## src/hdl/cca_pkg.sv

```systemverilog
// shared types, constants and reciprocal factors for the capacitance counter
package cca_pkg;

    localparam int TOTAL_WIDTH_DEF = 26;

    // overflow step, range limits and scale
    localparam int OVF_STEP  = 65536;
    localparam int PF_LIMIT  = 34;
    localparam int NF_LIMIT  = 33334;
    localparam int UF_LIMIT  = 33333333;
    localparam int PF_SCALE  = 30;

    // totals that are in range fit this many bits
    localparam int RANGE_W = 25;
    // numerator 3*total, below 100000000
    localparam int NUM_W   = RANGE_W + 2;
    // scaled value, 0..999
    localparam int VAL_W   = 10;
    localparam int DIGIT_W = 4;

    // reciprocal factors, exact for every numerator that their own range produces
    localparam int RECIP_W  = 28;
    localparam int PROD_W   = NUM_W + RECIP_W;
    localparam logic [RECIP_W-1:0] NF_RECIP = 28'd167773;    // ceil(2^24 / 100)
    localparam logic [RECIP_W-1:0] UF_RECIP = 28'd175921861; // ceil(2^44 / 100000)
    localparam int NF_SHIFT = 24;
    localparam int UF_SHIFT = 44;

    typedef enum logic [1:0] {
        UNIT_PF = 2'd0,
        UNIT_NF = 2'd1,
        UNIT_UF = 2'd2
    } unit_t;

    // control that travels with a reading down the pipeline
    typedef struct packed {
        logic  valid;
        unit_t unit;
        logic  ok;
    } cca_ctrl_t;

endpackage

```

## src/hdl/capacitance_count_autorange.sv

```systemverilog
// top level of the capacitance counter with automatic range selection
//
//  channel   direction  handshake           payload
//  s_        in         s_valid / s_ready   s_kind, s_captured_count
//  m_        out        m_valid / m_ready   m_digit_hundreds, m_digit_tens,
//                                           m_digit_ones, m_unit_code, m_in_range
//
// one item a cycle is accepted unless a result waits; each capture item yields one reading
// the pipeline is tick accumulator, range select, reciprocal multiply, digit split
// reset clears the tick total and every stage valid
// while a result waits on m_ready the whole pipeline holds and s_ready is low;
// it drops only when the result register is full and not taken
module capacitance_count_autorange #(
    parameter int TOTAL_WIDTH = cca_pkg::TOTAL_WIDTH_DEF
) (
    input  logic                        aclk,
    input  logic                        aresetn,
    input  logic                        s_valid,
    output logic                        s_ready,
    input  logic                        s_kind,
    input  logic [15:0]                 s_captured_count,
    output logic                        m_valid,
    input  logic                        m_ready,
    output logic [cca_pkg::DIGIT_W-1:0] m_digit_hundreds,
    output logic [cca_pkg::DIGIT_W-1:0] m_digit_tens,
    output logic [cca_pkg::DIGIT_W-1:0] m_digit_ones,
    output logic [1:0]                  m_unit_code,
    output logic                        m_in_range
);

    // pipeline moves whenever the result register is free or being emptied
    logic                        advance;
    logic                        accept;
    logic                        cap_valid;
    logic [TOTAL_WIDTH-1:0]      cap_total;
    cca_pkg::cca_ctrl_t          scale_ctrl;
    logic [cca_pkg::NUM_W-1:0]   scale_num;
    cca_pkg::cca_ctrl_t          div_ctrl;
    logic [cca_pkg::VAL_W-1:0]   div_val;

    assign advance = !m_valid || m_ready;
    assign s_ready = advance;
    assign accept  = s_valid && advance;

    // overflow items only grow the total; capture items enter the pipeline
    cca_accum #(
        .TOTAL_WIDTH(TOTAL_WIDTH)
    ) u_accum (
        .aclk          (aclk),
        .aresetn       (aresetn),
        .accept        (accept),
        .advance       (advance),
        .kind          (s_kind),
        .captured_count(s_captured_count),
        .cap_valid     (cap_valid),
        .cap_total     (cap_total)
    );

    // pick pF, nF or uF and form the numerator
    cca_scale #(
        .TOTAL_WIDTH(TOTAL_WIDTH)
    ) u_scale (
        .aclk     (aclk),
        .aresetn  (aresetn),
        .advance  (advance),
        .cap_valid(cap_valid),
        .cap_total(cap_total),
        .ctrl     (scale_ctrl),
        .num      (scale_num)
    );

    // divide nF numerators by 100 and uF numerators by 100000; pF passes through
    cca_divide u_divide (
        .aclk   (aclk),
        .aresetn(aresetn),
        .advance(advance),
        .ctrl_in(scale_ctrl),
        .num    (scale_num),
        .ctrl   (div_ctrl),
        .val    (div_val)
    );

    // three decimal digits into the result register
    cca_digits u_digits (
        .aclk     (aclk),
        .aresetn  (aresetn),
        .advance  (advance),
        .ctrl_in  (div_ctrl),
        .val      (div_val),
        .out_valid(m_valid),
        .hundreds (m_digit_hundreds),
        .tens     (m_digit_tens),
        .ones     (m_digit_ones),
        .unit_code(m_unit_code),
        .in_range (m_in_range)
    );

endmodule

```

## src/hdl/cca_accum.sv

```systemverilog
// running tick total with saturation, and the capture register
module cca_accum #(
    parameter int TOTAL_WIDTH = cca_pkg::TOTAL_WIDTH_DEF
) (
    input  logic                   aclk,
    input  logic                   aresetn,
    input  logic                   accept,
    input  logic                   advance,
    input  logic                   kind,
    input  logic [15:0]            captured_count,
    output logic                   cap_valid,
    output logic [TOTAL_WIDTH-1:0] cap_total
);

    logic [TOTAL_WIDTH-1:0] tick_total_reg, tick_total_next;
    logic                   cap_valid_reg, cap_valid_next;
    logic [TOTAL_WIDTH-1:0] cap_total_reg, cap_total_next;
    logic [TOTAL_WIDTH-1:0] amount;
    logic [TOTAL_WIDTH:0]   sum;
    logic [TOTAL_WIDTH-1:0] sat_total;

    always_comb begin
        amount = kind ? TOTAL_WIDTH'(captured_count) : TOTAL_WIDTH'(cca_pkg::OVF_STEP);
        sum    = {1'b0, tick_total_reg} + {1'b0, amount};
        sat_total = sum[TOTAL_WIDTH] ? {TOTAL_WIDTH{1'b1}} : sum[TOTAL_WIDTH-1:0];

        tick_total_next = tick_total_reg;
        cap_valid_next  = cap_valid_reg;
        cap_total_next  = cap_total_reg;
        if (accept) begin
            // a capture clears the total once it is accepted
            tick_total_next = kind ? '0 : sat_total;
        end
        if (advance) begin
            cap_valid_next = accept && kind;
            cap_total_next = sat_total;
        end
    end

    always_ff @(posedge aclk) begin
        if (!aresetn) begin
            tick_total_reg <= '0;
            cap_valid_reg  <= 1'b0;
        end else begin
            tick_total_reg <= tick_total_next;
            cap_valid_reg  <= cap_valid_next;
        end
        cap_total_reg <= cap_total_next;
    end

    assign cap_valid = cap_valid_reg;
    assign cap_total = cap_total_reg;

endmodule

```

## src/hdl/cca_scale.sv

```systemverilog
// range selection and scaled numerator
module cca_scale #(
    parameter int TOTAL_WIDTH = cca_pkg::TOTAL_WIDTH_DEF
) (
    input  logic                      aclk,
    input  logic                      aresetn,
    input  logic                      advance,
    input  logic                      cap_valid,
    input  logic [TOTAL_WIDTH-1:0]    cap_total,
    output cca_pkg::cca_ctrl_t        ctrl,
    output logic [cca_pkg::NUM_W-1:0] num
);

    cca_pkg::cca_ctrl_t        ctrl_reg, ctrl_next;
    logic [cca_pkg::NUM_W-1:0] num_reg, num_next;
    cca_pkg::cca_ctrl_t        sel;
    logic [cca_pkg::NUM_W-1:0] sel_num;
    logic [cca_pkg::RANGE_W-1:0] t_low;

    always_comb begin
        t_low     = cap_total[cca_pkg::RANGE_W-1:0];
        sel.valid = cap_valid;
        sel.ok    = 1'b1;
        if (cap_total < TOTAL_WIDTH'(cca_pkg::PF_LIMIT)) begin
            sel.unit = cca_pkg::UNIT_PF;
            sel_num  = cca_pkg::NUM_W'(t_low[5:0]) * cca_pkg::NUM_W'(cca_pkg::PF_SCALE);
        end else if (cap_total < TOTAL_WIDTH'(cca_pkg::NF_LIMIT)) begin
            sel.unit = cca_pkg::UNIT_NF;
            sel_num  = cca_pkg::NUM_W'(t_low) * cca_pkg::NUM_W'(3);
        end else if (cap_total < TOTAL_WIDTH'(cca_pkg::UF_LIMIT)) begin
            sel.unit = cca_pkg::UNIT_UF;
            sel_num  = cca_pkg::NUM_W'(t_low) * cca_pkg::NUM_W'(3);
        end else begin
            // out of range: zero reading on the pF path
            sel.unit = cca_pkg::UNIT_PF;
            sel.ok   = 1'b0;
            sel_num  = '0;
        end
        ctrl_next = advance ? sel : ctrl_reg;
        num_next  = advance ? sel_num : num_reg;
    end

    always_ff @(posedge aclk) begin
        if (!aresetn) begin
            ctrl_reg <= '0;
        end else begin
            ctrl_reg <= ctrl_next;
        end
        num_reg <= num_next;
    end

    assign ctrl = ctrl_reg;
    assign num  = num_reg;

endmodule

```

## src/hdl/cca_divide.sv

```systemverilog
// constant division by reciprocal multiply
module cca_divide (
    input  logic                      aclk,
    input  logic                      aresetn,
    input  logic                      advance,
    input  cca_pkg::cca_ctrl_t        ctrl_in,
    input  logic [cca_pkg::NUM_W-1:0] num,
    output cca_pkg::cca_ctrl_t        ctrl,
    output logic [cca_pkg::VAL_W-1:0] val
);

    cca_pkg::cca_ctrl_t          ctrl_reg, ctrl_next;
    logic [cca_pkg::VAL_W-1:0]   val_reg, val_next;
    logic [cca_pkg::RECIP_W-1:0] recip;
    logic [cca_pkg::PROD_W-1:0]  prod;
    logic [cca_pkg::VAL_W-1:0]   quot;

    always_comb begin
        // one multiplier shared by the nF and uF ranges
        recip = (ctrl_in.unit == cca_pkg::UNIT_UF) ? cca_pkg::UF_RECIP : cca_pkg::NF_RECIP;
        prod  = cca_pkg::PROD_W'(num) * cca_pkg::PROD_W'(recip);
        case (ctrl_in.unit)
            cca_pkg::UNIT_PF: quot = num[cca_pkg::VAL_W-1:0];
            cca_pkg::UNIT_NF: quot = prod[cca_pkg::NF_SHIFT +: cca_pkg::VAL_W];
            cca_pkg::UNIT_UF: quot = prod[cca_pkg::UF_SHIFT +: cca_pkg::VAL_W];
            default:          quot = '0;
        endcase
        ctrl_next = advance ? ctrl_in : ctrl_reg;
        val_next  = advance ? quot : val_reg;
    end

    always_ff @(posedge aclk) begin
        if (!aresetn) begin
            ctrl_reg <= '0;
        end else begin
            ctrl_reg <= ctrl_next;
        end
        val_reg <= val_next;
    end

    assign ctrl = ctrl_reg;
    assign val  = val_reg;

endmodule

```

## src/hdl/cca_digits.sv

```systemverilog
// decimal digit split and result register
module cca_digits (
    input  logic                        aclk,
    input  logic                        aresetn,
    input  logic                        advance,
    input  cca_pkg::cca_ctrl_t          ctrl_in,
    input  logic [cca_pkg::VAL_W-1:0]   val,
    output logic                        out_valid,
    output logic [cca_pkg::DIGIT_W-1:0] hundreds,
    output logic [cca_pkg::DIGIT_W-1:0] tens,
    output logic [cca_pkg::DIGIT_W-1:0] ones,
    output logic [1:0]                  unit_code,
    output logic                        in_range
);

    logic                        valid_reg, valid_next;
    logic [cca_pkg::DIGIT_W-1:0] hund_reg, hund_next;
    logic [cca_pkg::DIGIT_W-1:0] tens_reg, tens_next;
    logic [cca_pkg::DIGIT_W-1:0] ones_reg, ones_next;
    logic [1:0]                  unit_reg, unit_next;
    logic                        ok_reg, ok_next;
    logic [cca_pkg::DIGIT_W-1:0] h, t;
    logic [cca_pkg::VAL_W-1:0]   h_base;
    logic [6:0]                  rem, t_base;
    logic [cca_pkg::DIGIT_W-1:0] o;

    always_comb begin
        h      = '0;
        h_base = '0;
        for (int i = 1; i < 10; i++) begin
            if (val >= cca_pkg::VAL_W'(i * 100)) begin
                h      = cca_pkg::DIGIT_W'(i);
                h_base = cca_pkg::VAL_W'(i * 100);
            end
        end
        rem    = 7'(val - h_base);
        t      = '0;
        t_base = '0;
        for (int i = 1; i < 10; i++) begin
            if (rem >= 7'(i * 10)) begin
                t      = cca_pkg::DIGIT_W'(i);
                t_base = 7'(i * 10);
            end
        end
        o = cca_pkg::DIGIT_W'(rem - t_base);

        valid_next = advance ? ctrl_in.valid : valid_reg;
        hund_next  = advance ? h : hund_reg;
        tens_next  = advance ? t : tens_reg;
        ones_next  = advance ? o : ones_reg;
        unit_next  = advance ? ctrl_in.unit : unit_reg;
        ok_next    = advance ? ctrl_in.ok : ok_reg;
    end

    always_ff @(posedge aclk) begin
        if (!aresetn) begin
            valid_reg <= 1'b0;
        end else begin
            valid_reg <= valid_next;
        end
        hund_reg <= hund_next;
        tens_reg <= tens_next;
        ones_reg <= ones_next;
        unit_reg <= unit_next;
        ok_reg   <= ok_next;
    end

    assign out_valid = valid_reg;
    assign hundreds  = hund_reg;
    assign tens      = tens_reg;
    assign ones      = ones_reg;
    assign unit_code = unit_reg;
    assign in_range  = ok_reg;

endmodule

```

## config.mk

```make
export PLATFORM = sky130hd
export DESIGN_NAME = capacitance_count_autorange
export DESIGN_NICKNAME = d
export VERILOG_FILES = /design/src/hdl/cca_pkg.sv /design/src/hdl/capacitance_count_autorange.sv /design/src/hdl/cca_accum.sv /design/src/hdl/cca_scale.sv /design/src/hdl/cca_divide.sv /design/src/hdl/cca_digits.sv
export SDC_FILE = /design/constraint.sdc
export NUM_CORES = 1
export LEC_CHECK = 0
export BUFFER_PORTS_ARGS = -buffer_cell sky130_fd_sc_hd__clkbuf_2
export CAP_MARGIN = 20
export CORE_MARGIN = 2
export CORE_UTILIZATION = 45
export DETAILED_ROUTE_END_ITERATION = 10
export PLACE_DENSITY_LB_ADDON = 0.1
export REMOVE_ABC_BUFFERS = 1
export SETUP_SLACK_MARGIN = 0.05
export SLEW_MARGIN = 20
export SYNTH_ARGS = -nofsm -noshare
export SYNTH_HDL_FRONTEND = slang
export SYNTH_HIERARCHICAL = 1
export SYNTH_SLANG_ARGS = --single-unit
```

## constraint.sdc

```tcl
create_clock -name aclk -period 18.11 [get_ports aclk]
set_clock_uncertainty 0.1 [all_clocks]
set_input_delay 3.622 -clock aclk [delete_from_list [all_inputs] [get_ports aclk]]
set_output_delay 3.622 -clock aclk [all_outputs]
set_load 0.03 [all_outputs]
```

==> summary.txt <==
Run status
  – Outcome: finished clean

Yosys
  – Synth Cell Area: 25200 um2
  – Syn avg cell area: 9.77 um2
  – EDFF count, synth: 78
  – Async SR Flop Fraction: 0%
  – Post-synthesis register bit count: 114
  – Register area share after synthesis: between 10% and 20%
  – Library cells used by synthesis: around 110
  – Synth Warn #: 6
  – Post-Synthesis Cells: around 2600
  – Ys flop type: edfxtp_1

Clock tree
  – CTS tree: yes
  – Cts bufs inserted: 17
  – Worst-case clock buffer depth: 2
  – H-tree depth: 4
  – Clock transition at path regs: 60 ps
  – CTS Hold Bufs: 0
  – Post-CTS Setup Bufs: 0
  – Clock insertion delay at the later pin of the skew report: about 460 ps
  – Clock Sinks: 114
  – PostCTS Resize Cnt: 0
  – Clock root cell: clkbuf_16

Finish
  – Post-route insts no fill: 3372
  – Multi-input logic area: 19400 um2
  – Nets: 3440
  – Register area: roughly 3100 um2
  – Max FFs per register: 27
  – Commonest cells after routing, fill and taps aside: 668 x inv_1, 432 x fa_1, 376 x ha_1, 162 x nand2_1, 100 x a21oi_1
  – N_diodes: 0
  – Layout fillers: 5229
  – Layout area overhead: 6.13%
  – Layout cells sized above 1: 5.53%
  – Commonest non-fill, non-tap cell in the layout: inv_1

Worst hold path
  – WHS Path Cells: 0
  – HP Start: u_divide/ctrl[1]
  – Hold Path Sink: u_digits/unit_code[0]
  – HP Class: reg -> reg

Routing
  – DRC violations left: 0
  – Wire per inst: 20.2 um
  – Via/cell ratio: roughly 5.2
  – Detailed Route WL: 68300 um
  – Via count: about 18000
  – Final ANT Viol Nets: 0
  – Number of DRC markers in iteration 0: 868
  – Drt first pass iters: 5

Floorplan
  – Floorplan row count: 86
  – IO Pins: 38
  – Die area: 57800 um2
  – Die Y-Extent: about 240 um
  – Core area: 55200 um2
  – Initial Utilization: 45.6%
  – Die Wd: approximately 240 um

STA
  – Slew HR: 40.7%
  – Setup tns final: 0 ps
  – Fin. max-slew vios: 0
  – Tightest Pin Transition: 868 ps
  – Clock period minus final worst setup slack: 8800 ps
  – Count of final hold-check violations: 0
  – Final period utilization: between 40% and 50%
  – Achievable Freq: 114 MHz
  – Final setup viols: 0
  – RSZ-0062 raised after global routing: false

Global routing
  – Total track usage: between 20% and 30%
  – Largest net degree at the start of global routing: 59
  – GRT Max-Usage Layer: met2
  – Via count of the first global-routing pass: just under 20000
  – GRT overflow: 0
  – Met1 usage: 31.3%
  – Initial antenna violation count: 1
  – GR Util met2: around 45%
  – First-pass GRT wire length: 109000 um
  – Met3 usage in global routing: 3.07%

Critical path
  – Crit path max fanout: 36
  – CP Data Required Time: 18210 ps
  – Reg-to-reg endpoint: u_divide/val[5]
  – Worst setup SP type: flop
  – Reg2reg start: u_scale/ctrl[1]
  – Critical Path AT: 8900 ps
  – CP Class: reg -> reg
  – Crit. End Element: flop
  – Worst reg-to-reg path cell count: 26
  – R2R Setup Slk: between 9000 and 10000 ps

Place
  – Port bufs: 37
  – Post-DP HPWL: between 50000 and 60000 um
  – Final Wtd Congestion: between 1 and 1.5
  – Placed insts: about 3300

Flow run
  – Max Cap Viol: 0
==> per-layer routing <==
layer	vias to the layer above	part of all wire, %
met5	-	0
met4	0	2.5
met3	76	3.4
met2	327	51
met1	8862	43
li1	8339	-
==> critical path, stage by stage (launching register included) <==
cell       delay, ps
dfxtp_1          820
or2b_2           770
nand2_1          330
fa_1             560
inv_1             50
fa_1             500
inv_1             60
fa_1             520
inv_1             50
fa_1             490
inv_1             50
fa_1             470
inv_1             50
fa_1             590
inv_1             70
fa_1             540
inv_1             40
ha_1             350
a21oi_1          240
o21ai_1          120
a2111oi_2        500
o32ai_4          210
a21oi_4          260
o21ai_4          110
a21oi_2          230
o41ai_1           80
or3_1            340
==> worst max-delay path by stage <==
stage	start	end	depth (start not counted)
floorplan	u_scale/ctrl[2]	u_divide/val[5]	24
global placement	u_scale/ctrl[2]	u_divide/val[5]	26
CTS	u_scale/ctrl[1]	u_divide/val[5]	26
global route	u_scale/ctrl[1]	u_divide/val[5]	26
detailed placement	u_scale/ctrl[1]	u_divide/val[5]	26
finish	u_scale/ctrl[1]	u_divide/val[5]	26
==> logic make-up after synthesis <==
kind of cell | Yosys count | share of synthesized area, %
and+or+nand+nor | 454 | 9.16
muxes | 15 | 0.602
other | 2 | 0.0298
DFF | 114 | 12.2
adders and majority gates | 808 | 53.1
xor gates and xnor gates | 58 | 2.05
buffers and inverters | 721 | 11.1
AOI/OAI and AO/OA | 404 | 11.9
==> stage by stage <==
stage | worst slack, ps | area [um2] | util, % | hold WS [ps]
2_1_floorplan | 9830 | 25000 | - | 300
3_3_place_gp | 9450 | 26200 | 47.4 | 365
3_5_place_dp | 9400 | 26200 | 47.4 | 359
4_1_cts | 9360 | 26700 | 48.4 | 383
5_1_grt | 8910 | 26700 | 48.4 | 388
6_report | 9310 | 26700 | 48.4 | 371
==> layout make-up <==
type	count	area share, %
Multi-Input combinational cell	1766	72.7
Clock buffer	19	1.70
Tap cell	748	3.50
Clock inverter	13	0.375
Sequential cell	114	11.5
Inverter	669	9.40
Timing Repair Buffer	43	0.862
==> synth_stat cells, drive strengths merged, types with 23 or more instances <==
library cell  instances  area, um2
ha                  376       4700
inv                 668       2510
nand2               162        608
nor2                 67        251
edfxtp               78       2340
o21ai                61        320
and2                 36        233
nor3                 24        120
clkbuf               33        124
nand3                23        125
fa                  432       8650
xnor2                33        289
dfxtp                36        721
o21a                 23        173
xor2                 25        226
a21oi               107        577
a21o                 49        375
Power is left out: the tool's default activity adds up to more than one toggle a clock period on the data nets, which glitch-free logic cannot reach.
